File: config.mk
export PLATFORM = sky130hd
export DESIGN_NAME = priority_pixel_mixer_with_collision
export DESIGN_NICKNAME = d
export VERILOG_FILES = /design/src/ppm_pkg.sv /design/src/priority_pixel_mixer_with_collision.sv
export SDC_FILE = /design/constraint.sdc
export NUM_CORES = 1
export LEC_CHECK = 0
export ABC_AREA = 1
export ABC_CLOCK_PERIOD_IN_PS = 5400
export BUFFER_PORTS_ARGS = -buffer_cell sky130_fd_sc_hd__buf_2
export CORE_MARGIN = 1
export CORE_UTILIZATION = 45
export DETAILED_ROUTE_END_ITERATION = 6
export GPL_ROUTABILITY_DRIVEN = 0
export GPL_TIMING_DRIVEN = 1
export SYNTH_ARGS = -nofsm -noshare
export SYNTH_HDL_FRONTEND = slang
export SYNTH_SLANG_ARGS = --single-unit
File: constraint.sdc
create_clock -name clk -period 5.4 [get_ports clk]
set_input_delay 1.35 -clock clk [delete_from_list [all_inputs] [get_ports clk]]
set_output_delay 1.35 -clock clk [all_outputs]
set_load 0.01 [all_outputs]
File: src/ppm_pkg.sv
package ppm_pkg;

	// bus op codes, carried on the slave tuser
	typedef enum logic [2:0] {
		OP_PIXEL     = 3'd0,
		OP_LOAD      = 3'd1,
		OP_READ      = 3'd2,
		OP_CLR_BIT   = 3'd3,
		OP_CLR_SUM   = 3'd4
	} op_t;

	localparam int OP_W       = 3;
	localparam int SPR_W      = 16;
	localparam int TILE_W     = 11;
	localparam int ADDR_W     = 7;
	localparam int WORD_W     = 4;
	localparam int COLOR_W    = 9;
	localparam int PAL_W      = 11;
	localparam int RDATA_W    = 8;
	localparam int TAB_DEPTH  = 128;
	localparam int COLL_AW    = 6;
	localparam int COLL_DEPTH = 64;

	localparam int IN_BITS    = SPR_W + 2 * TILE_W + ADDR_W + WORD_W;
	localparam int IN_TDATA_W = ((IN_BITS + 7) / 8) * 8;
	localparam int OUT_BITS   = PAL_W + RDATA_W;
	localparam int OUT_TDATA_W = ((OUT_BITS + 7) / 8) * 8;

	// source select codes in palette index bits 10..9
	localparam logic [1:0] SRC_SPRITE = 2'd0;
	localparam logic [1:0] SRC_FIXED  = 2'd1;
	localparam logic [1:0] SRC_SCROLL = 2'd2;

	localparam logic [5:0] READ_FILL = 6'h3f;

endpackage

File: src/priority_pixel_mixer_with_collision.sv
// Per-pixel priority mixer. Every beat on the slave side is one op: a pixel to mix
// (sprite, fixed layer, scroll layer), a priority table load, a collision read, a
// collision bit clear or a summary clear, and each op gives exactly one result beat.
// One op is taken per clock while the master side is ready; each op passes the input
// stage, then the output register. The 128x4 priority table is read at the clock an op
// is taken; the 64-entry collision store is read and written as an op leaves the
// input stage. Entries of the priority table must be loaded before a pixel uses them.
// The collision store and summary flag clear at reset with no sweep, so the block is
// ready right after reset. cfg_we/cfg_wdata set screen_blank, which zeroes mixed pixels
// but still lets collisions be recorded; write it only while no op is in flight.
module priority_pixel_mixer_with_collision (
	input  logic                              clk,
	input  logic                              arst_n,
	input  logic                              cfg_we,
	input  logic                              cfg_wdata,     // screen_blank
	input  logic                              s_axis_tvalid,
	output logic                              s_axis_tready,
	// sprite_pixel[15:0], fixed_pixel[26:16], scroll_pixel[37:27], address[44:38],
	// table_value[48:45], zero fill above
	input  logic [ppm_pkg::IN_TDATA_W-1:0]    s_axis_tdata,
	input  logic [ppm_pkg::OP_W-1:0]          s_axis_tuser,  // op[2:0]
	output logic                              m_axis_tvalid,
	input  logic                              m_axis_tready,
	// palette_index[10:0], read_data[18:11], zero fill above
	output logic [ppm_pkg::OUT_TDATA_W-1:0]   m_axis_tdata
);
	import ppm_pkg::*;

	localparam int FIX_LO  = SPR_W;
	localparam int SCR_LO  = FIX_LO + TILE_W;
	localparam int ADDR_LO = SCR_LO + TILE_W;
	localparam int TVAL_LO = ADDR_LO + ADDR_W;

	// input unpack
	logic [SPR_W-1:0]  in_spr;
	logic [TILE_W-1:0] in_fix;
	logic [TILE_W-1:0] in_scr;
	logic [ADDR_W-1:0] in_addr;
	logic [WORD_W-1:0] in_tval;
	op_t               in_op;
	logic [ADDR_W-1:0] in_idx;

	assign in_spr  = s_axis_tdata[FIX_LO-1:0];
	assign in_fix  = s_axis_tdata[SCR_LO-1:FIX_LO];
	assign in_scr  = s_axis_tdata[ADDR_LO-1:SCR_LO];
	assign in_addr = s_axis_tdata[TVAL_LO-1:ADDR_LO];
	assign in_tval = s_axis_tdata[TVAL_LO+WORD_W-1:TVAL_LO];
	assign in_op   = op_t'(s_axis_tuser);

	// table index: scroll prio, scroll clear, fixed prio, fixed clear, sprite clear
	assign in_idx = {in_scr[10:9], (in_scr[2:0] == 3'd0), in_fix[10:9],
	                 (in_fix[2:0] == 3'd0), (in_spr[3:0] == 4'd0)};

	// handshake
	logic s1_vld_q;
	logic m_vld_q;
	logic out_rdy;
	logic s_acc;
	logic s1_adv;

	assign out_rdy       = !m_vld_q || m_axis_tready;
	assign s1_adv        = s1_vld_q && out_rdy;
	assign s_axis_tready = !s1_vld_q || out_rdy;
	assign s_acc         = s_axis_tvalid && s_axis_tready;
	assign m_axis_tvalid = m_vld_q;

	// input stage
	op_t                op_s1;
	logic [4:0]         sprid_s1;
	logic [COLOR_W-1:0] spr_col_s1;
	logic [COLOR_W-1:0] fix_col_s1;
	logic [COLOR_W-1:0] scr_col_s1;
	logic [COLL_AW-1:0] addr_s1;
	logic [WORD_W-1:0]  word_s1;

	logic [WORD_W-1:0]  tab_mem [TAB_DEPTH];

	always_ff @(posedge clk) begin
		if (s_acc && in_op == OP_LOAD) begin
			tab_mem[in_addr] <= in_tval;
		end
		if (s_acc) begin
			word_s1    <= tab_mem[in_idx];
			op_s1      <= in_op;
			sprid_s1   <= in_spr[15:11];
			spr_col_s1 <= in_spr[COLOR_W-1:0];
			fix_col_s1 <= in_fix[COLOR_W-1:0];
			scr_col_s1 <= in_scr[COLOR_W-1:0];
			addr_s1    <= in_addr[COLL_AW-1:0];
		end
	end

	// collision bookkeeping for the op leaving the input stage
	logic               hit_s1;
	logic               coll_we;
	logic               coll_wd;
	logic [COLL_AW-1:0] coll_wa;

	assign hit_s1 = (op_s1 == OP_PIXEL) && !word_s1[2];

	always_comb begin
		coll_we = 1'b0;
		coll_wd = 1'b0;
		coll_wa = addr_s1;
		if (s1_adv && hit_s1) begin
			coll_we = 1'b1;
			coll_wd = 1'b1;
			coll_wa = {word_s1[3], sprid_s1};
		end else if (s1_adv && op_s1 == OP_CLR_BIT) begin
			coll_we = 1'b1;
		end
	end

	logic                  coll_mem [COLL_DEPTH];
	logic [COLL_DEPTH-1:0] coll_vld_q;
	logic                  summary_q;
	logic                  blank_q;

	always_ff @(posedge clk) begin
		if (coll_we) begin
			coll_mem[coll_wa] <= coll_wd;
		end
	end

	always_ff @(posedge clk or negedge arst_n) begin
		if (!arst_n) begin
			coll_vld_q <= '0;
			summary_q  <= 1'b0;
			blank_q    <= 1'b0;
			s1_vld_q   <= 1'b0;
			m_vld_q    <= 1'b0;
		end else begin
			if (coll_we) begin
				coll_vld_q[coll_wa] <= 1'b1;
			end
			if (s1_adv && hit_s1) begin
				summary_q <= 1'b1;
			end else if (s1_adv && op_s1 == OP_CLR_SUM) begin
				summary_q <= 1'b0;
			end
			if (cfg_we) begin
				blank_q <= cfg_wdata;
			end
			if (s_acc) begin
				s1_vld_q <= 1'b1;
			end else if (s1_adv) begin
				s1_vld_q <= 1'b0;
			end
			if (s1_adv) begin
				m_vld_q <= 1'b1;
			end else if (m_axis_tready) begin
				m_vld_q <= 1'b0;
			end
		end
	end

	// mixed pixel
	logic [PAL_W-1:0] pal_s1;

	always_comb begin
		pal_s1 = '0;
		if (op_s1 == OP_PIXEL && !blank_q) begin
			case (word_s1[1:0])
				SRC_SPRITE: pal_s1 = {SRC_SPRITE, spr_col_s1};
				SRC_FIXED:  pal_s1 = {SRC_FIXED, fix_col_s1};
				default:    pal_s1 = {SRC_SCROLL, scr_col_s1};
			endcase
		end
	end

	// output register; the collision store read lands here
	logic [PAL_W-1:0]   pal_q;
	logic [RDATA_W-1:0] rdata_q;

	always_ff @(posedge clk) begin
		if (s1_adv) begin
			pal_q <= pal_s1;
			if (op_s1 == OP_READ) begin
				rdata_q <= {summary_q, READ_FILL,
				            coll_vld_q[addr_s1] & coll_mem[addr_s1]};
			end else begin
				rdata_q <= '0;
			end
		end
	end

	assign m_axis_tdata = {{(OUT_TDATA_W-OUT_BITS){1'b0}}, rdata_q, pal_q};

	// checks
	a_one_field: assert property (@(posedge clk) disable iff (!arst_n)
		m_vld_q |-> (pal_q == '0) || (rdata_q == '0))
		else $error("pixel and read result both nonzero");

	a_read_fill: assert property (@(posedge clk) disable iff (!arst_n)
		(m_vld_q && rdata_q != '0) |-> (rdata_q[6:1] == READ_FILL))
		else $error("read byte missing fill ones");

	a_sum_set: assert property (@(posedge clk) disable iff (!arst_n)
		(s1_adv && hit_s1) |=> summary_q)
		else $error("collision did not set summary");

	a_sum_clr: assert property (@(posedge clk) disable iff (!arst_n)
		(s1_adv && op_s1 == OP_CLR_SUM) |=> !summary_q)
		else $error("summary clear lost");

endmodule
==> impl_results.html <==
<table>
<tr><th>Metric</th><th>Value</th></tr>
<tr><th colspan="2">Synthesis</th></tr>
<tr><td>Largest cells by area after synthesis</td><td>edfxtp_1 (62%), nand2_1 (10%), nand3_1 (9.1%)</td></tr>
<tr><td>Share of flip-flops with an asynchronous set or reset after synthesis</td><td>under 10%</td></tr>
<tr><td>Most repeated cell in the gate-level netlist after synthesis</td><td>nand2_1</td></tr>
<tr><td>Flop and latch count out of synthesis</td><td>709</td></tr>
<tr><td>Syn Area/Cell</td><td>10.60 µm²</td></tr>
<tr><td>Post-synth cell types</td><td>35</td></tr>
<tr><td>Ys Warns</td><td>0</td></tr>
<tr><td>Synth cell count leaders</td><td>nand2_1 (826), edfxtp_1 (635), nand3_1 (562)</td></tr>
<tr><td>Area leader, netlist</td><td>edfxtp_1</td></tr>
<tr><td>Most used DFF post-synth</td><td>edfxtp_1</td></tr>
<tr><td>Area share of the largest cell type after synthesis</td><td>between 60% and 70%</td></tr>
<tr><td>Register area share after synthesis</td><td>67.90%</td></tr>
<tr><td>Post-synth EDFFs</td><td>635</td></tr>
<tr><td>Total standard cell area after synthesis</td><td>0.03077 mm²</td></tr>
<tr><td>Synthesized instance count</td><td>2903</td></tr>
<tr><th colspan="2">Die</th></tr>
<tr><td>CORE AREA</td><td>0.06740 mm²</td></tr>
<tr><td>Chip height</td><td>263.5 µm</td></tr>
<tr><td>Initial cell density of the core</td><td>a little under half</td></tr>
<tr><td>Site Rows</td><td>95</td></tr>
<tr><td>Die footprint</td><td>0.06942 mm²</td></tr>
<tr><td>Chip Width</td><td>263.5 µm</td></tr>
<tr><td>I/O Pins</td><td>91</td></tr>
<tr><th colspan="2">Detailed routing</th></tr>
<tr><td>Number of DRC violations after detailed routing</td><td>0</td></tr>
<tr><td>Routed via count</td><td>~21000</td></tr>
<tr><td>Overall routed net length</td><td>77460 µm</td></tr>
<tr><td>Post-detailed-route count of antenna-violating nets</td><td>0</td></tr>
<tr><td>Routed len/inst</td><td>20.16 µm</td></tr>
<tr><td>Vias/cell</td><td>roughly 5.5</td></tr>
<tr><td>Number of design-rule violations left by the first detailed-router iteration</td><td>1647</td></tr>
<tr><td>TritonRoute pass-1 iters</td><td>5</td></tr>
<tr><th colspan="2">GRT</th></tr>
<tr><td>Antenna violations before repair</td><td>4</td></tr>
<tr><td>Via count of the first global-routing pass</td><td>20640</td></tr>
<tr><td>Maximum number of pins on one net before global-route repair</td><td>between 150 and 200</td></tr>
<tr><td>Wire length of the first global-routing pass</td><td>118600 µm</td></tr>
<tr><td>Overall fraction of global-route tracks in use</td><td>22.28%</td></tr>
<tr><td>Gr ovfl total</td><td>0</td></tr>
<tr><th colspan="2">STA</th></tr>
<tr><td>Final clock period utilization by the worst path</td><td>62.21%</td></tr>
<tr><td>Final hold violations</td><td>0</td></tr>
<tr><td>Post-layout min period</td><td>3.360 ns</td></tr>
<tr><td>Fmax</td><td>between 200 and 300 MHz</td></tr>
<tr><td>Unrepaired setup endpoints after global routing</td><td>no</td></tr>
<tr><td>Slew at the pin closest to its max-slew limit</td><td>1.123 ns</td></tr>
<tr><td>Clock tree skew after final layout</td><td>0.03084 ns</td></tr>
<tr><td>Slew Limit Headroom</td><td>25.01%</td></tr>
<tr><td>Number of setup violations in the final report</td><td>0</td></tr>
<tr><td>Setup tns final</td><td>0 ns</td></tr>
<tr><td>Max Slew Vio Count</td><td>0</td></tr>
<tr><th colspan="2">CTS</th></tr>
<tr><td>Clock root buffer master</td><td>clkbuf_16</td></tr>
<tr><td>CTS buffer count</td><td>76</td></tr>
<tr><td>CTS tree</td><td>built</td></tr>
<tr><td>Clock-pin transition on the worst setup and hold timing paths</td><td>0.06 ns</td></tr>
<tr><td>Clock Sinks</td><td>709</td></tr>
<tr><td>Worst skew pair latency</td><td>0.63 ns</td></tr>
<tr><td>Post CTS Setup Buffer Count</td><td>0</td></tr>
<tr><td>Total of hold buffers inserted after clock tree synthesis</td><td>0</td></tr>
<tr><td>Maximum level of the CTS H-tree</td><td>3</td></tr>
<tr><td>Cts repair resizes</td><td>0</td></tr>
<tr><td>Maximum clock path buffer count</td><td>3</td></tr>
<tr><th colspan="2">Cells and area</th></tr>
<tr><td>Sequential Area</td><td>0.02089 mm²</td></tr>
<tr><td>Antenna Cells</td><td>0</td></tr>
<tr><td>Cell area after layout</td><td>0.03439 mm²</td></tr>
<tr><td>Fraction of layout cells with a size suffix above 1</td><td>9.532%</td></tr>
<tr><td>Area of the multi-input gates</td><td>0.008589 mm²</td></tr>
<tr><td>Final core utilization</td><td>51.02%</td></tr>
<tr><td>Post-layout nets</td><td>2972</td></tr>
<tr><td>Filler cell count</td><td>5983</td></tr>
<tr><td>Number of standard cells in the layout, taps in and fillers out</td><td>approximately 3800</td></tr>
<tr><td>Layout overhead on the synthesized area</td><td>11.77%</td></tr>
<tr><th colspan="2">Setup path</th></tr>
<tr><td>Endpoint of the lowest-slack register-to-register path</td><td>coll_mem[13]$_DFFE_PP_</td></tr>
<tr><td>Setup slack, reg-to-reg</td><td>around 2.4 ns</td></tr>
<tr><td>Worst Path Arrival</td><td>3.67 ns</td></tr>
<tr><td>Critical Path RT</td><td>5.72 ns</td></tr>
<tr><td>Peak fanout along the critical path</td><td>17</td></tr>
<tr><td>Setup CP Type</td><td>in -&gt; reg</td></tr>
<tr><td>Buf+Inv Stages, Crit Path</td><td>3</td></tr>
<tr><td>Startpoint of the most critical register-to-register path</td><td>op_s1[0]$_DFFE_PN_</td></tr>
<tr><td>Startpoint types</td><td>input port</td></tr>
<tr><td>Worst-case reg-to-reg path depth</td><td>8</td></tr>
<tr><td>Max stage delay on crit path</td><td>about 0.59 ns</td></tr>
<tr><td>Delay-heaviest family, CP</td><td>simple AND/OR/NAND/NOR gates</td></tr>
<tr><td>Capturing element type of the critical path</td><td>register</td></tr>
<tr><td>Cells along the critical path</td><td>buf_2 &gt; inv_1 &gt; nand2_1 &gt; nand2_2 &gt; nor3_4 &gt; buf_4 &gt; o21ai_2 &gt; nor2_1 &gt; nand2_1 &gt; nor2_1</td></tr>
<tr><td>CP max stage cell</td><td>nor3_4</td></tr>
<tr><th colspan="2">Placement</th></tr>
<tr><td>Total instance count after detailed placement</td><td>between 3000 and 4000</td></tr>
<tr><td>Count of input and output buffers</td><td>76</td></tr>
<tr><td>Dpl cell area</td><td>0.03180 mm²</td></tr>
<tr><td>Final HPWL from detailed placement</td><td>44850 µm</td></tr>
<tr><th colspan="2">Power and ir drop</th></tr>
<tr><td>Switching power</td><td>2.767 mW</td></tr>
<tr><td>Cell-internal power</td><td>about 9.5 mW</td></tr>
<tr><td>Share of total power in the clock network</td><td>43.5%</td></tr>
<tr><td>Register share of total power</td><td>50.0%</td></tr>
<tr><td>Part of the power in combinational logic</td><td>under 10%</td></tr>
<tr><td>Sw frac</td><td>22.50%</td></tr>
<tr><td>Peak supply drop</td><td>around 0.00025 V</td></tr>
<tr><td>Leakage power of the design</td><td>13.22 nW</td></tr>
<tr><td>Power per Cell Area</td><td>approximately 360 mW/mm²</td></tr>
<tr><th colspan="2">Job</th></tr>
<tr><td>Max-cap check violation count</td><td>0</td></tr>
<tr><th colspan="2">Outcome</th></tr>
<tr><td>Run status</td><td>finished, final reports clean</td></tr>
<tr><th colspan="2">Hold path</th></tr>
<tr><td>Startpoint of the lowest-slack hold path</td><td>coll_vld_q[0]$_DFFE_PN0N_</td></tr>
<tr><td>Class of the worst hold path</td><td>reg -&gt; reg</td></tr>
<tr><td>Worst hold path depth</td><td>2</td></tr>
<tr><td>Hold path endpoint</td><td>coll_vld_q[0]$_DFFE_PN0N_</td></tr>
</table>
metrics by stage:
| step | setup slack, ns | hold WS [ns] | total power [mW] |
|---|---|---|---|
| floorplan | 2.128 | 0.4240 | 6.734 |
| global placement | 1.471 | 0.4365 | 7.037 |
| detailed placement | 1.419 | 0.4449 | 7.057 |
| CTS | 2.062 | 0.4606 | 12.40 |
| global route | 1.866 | 0.4717 | 12.68 |
| finish | 2.040 | 0.4608 | 12.30 |
cell type report:
type | count | share of cell area (%)
sequential | 709 | 60.75
multi-input combinational | 1879 | 24.98
clock buffer | 103 | 6.273
tap | 873 | 3.176
timing repair buffer | 113 | 2.169
inverter | 128 | 1.404
clock inverter | 37 | 1.252
layer usage:
| metal | global-route usage, % | routed length, µm | up-vias |
|---|---|---|---|
| met5 | 0 | 30 | - |
| met4 | 7.239 | 2112 | 4 |
| met3 | 3.760 | 5265 | 141 |
| met2 | 35.81 | 36290 | 731 |
| met1 | 30.82 | 33760 | 10260 |
| li1 | - | - | 9955 |
worst register-to-register path, delay by kind of cell, from the launching register on:
kind	cells	cell delay [ns]
buffers and inverters	2	0.43
AO/OA/AOI/OAI	1	0.12
AND/OR/NAND/NOR	5	1.70
flip-flops	1	0.49
how the worst max path moves through the flow:
stage	start	end	depth (start not counted)
after floorplan	m_axis_tready	coll_mem[56]$_DFFE_PP_	12
after global placement	m_axis_tready	coll_mem[12]$_DFFE_PP_	11
after detailed placement	m_axis_tready	coll_mem[13]$_DFFE_PP_	10
after CTS	m_axis_tready	s_axis_tready	4
after global routing	m_axis_tready	coll_mem[13]$_DFFE_PP_	10
final	m_axis_tready	coll_mem[13]$_DFFE_PP_	10
flip-flops by register name, indices dropped and copies added (netlist names), 3 cells and up, named ones only:
signal	count
addr_s1	6
fix_col_s1	9
pal_q	11
rdata_q	3
word_s1	4
op_s1	3
tab_mem	512
coll_vld_q	64
spr_col_s1	9
scr_col_s1	9
sprid_s1	5
coll_mem	64
cells by family (layout without fill, tap and decap cells):
family | Yosys count | in the layout | share of synthesized area [%]
muxes | 1 | 1 | 0.03660
DFF | 709 | 709 | 67.90
other | 1 | 5 | 0.01219
and+or+nand+nor | 1727 | 1727 | 24.55
AOI/OAI and AO/OA | 146 | 146 | 3.176
buffers and inverters | 319 | 381 | 4.331
power groups by stage:
| stage | Combinational [mW] | Clock (mW) | Sequential [mW] |
|---|---|---|---|
| after floorplan | 0.499 | 0 | 6.24 |
| after global placement | 0.785 | 0 | 6.25 |
| after detailed placement | 0.801 | 0 | 6.26 |
| after CTS | 0.804 | 5.45 | 6.14 |
| after global routing | 0.884 | 5.65 | 6.15 |
| final | 0.800 | 5.36 | 6.14 |
cells in the final DEF (no fill, tap or decap), types with 3 or more instances in the layout:
cell / instances
buf_12: 5
clkinv_2: 13
nor3_1: 3
nand2_1: 824
o21bai_1: 52
o22ai_1: 10
buf_4: 32
o21ai_0: 39
clkinv_1: 11
conb_1: 5
nand3b_1: 60
buf_6: 4
clkbuf_16: 79
nand4_1: 4
buf_2: 72
nand2_2: 13
edfxtp_1: 635
bufinv_16: 9
dfxtp_1: 6
nor2_1: 242
nor2_4: 8
dfrtp_1: 68
o21bai_2: 9
nand2_4: 4
o211ai_1: 4
nand3_1: 562
inv_2: 8
o21ai_2: 6
clkbuf_1: 15
o31ai_1: 6
clkbuf_8: 9
inv_1: 118
a21oi_1: 20
Note: power is estimated with default switching activity, not from simulation.
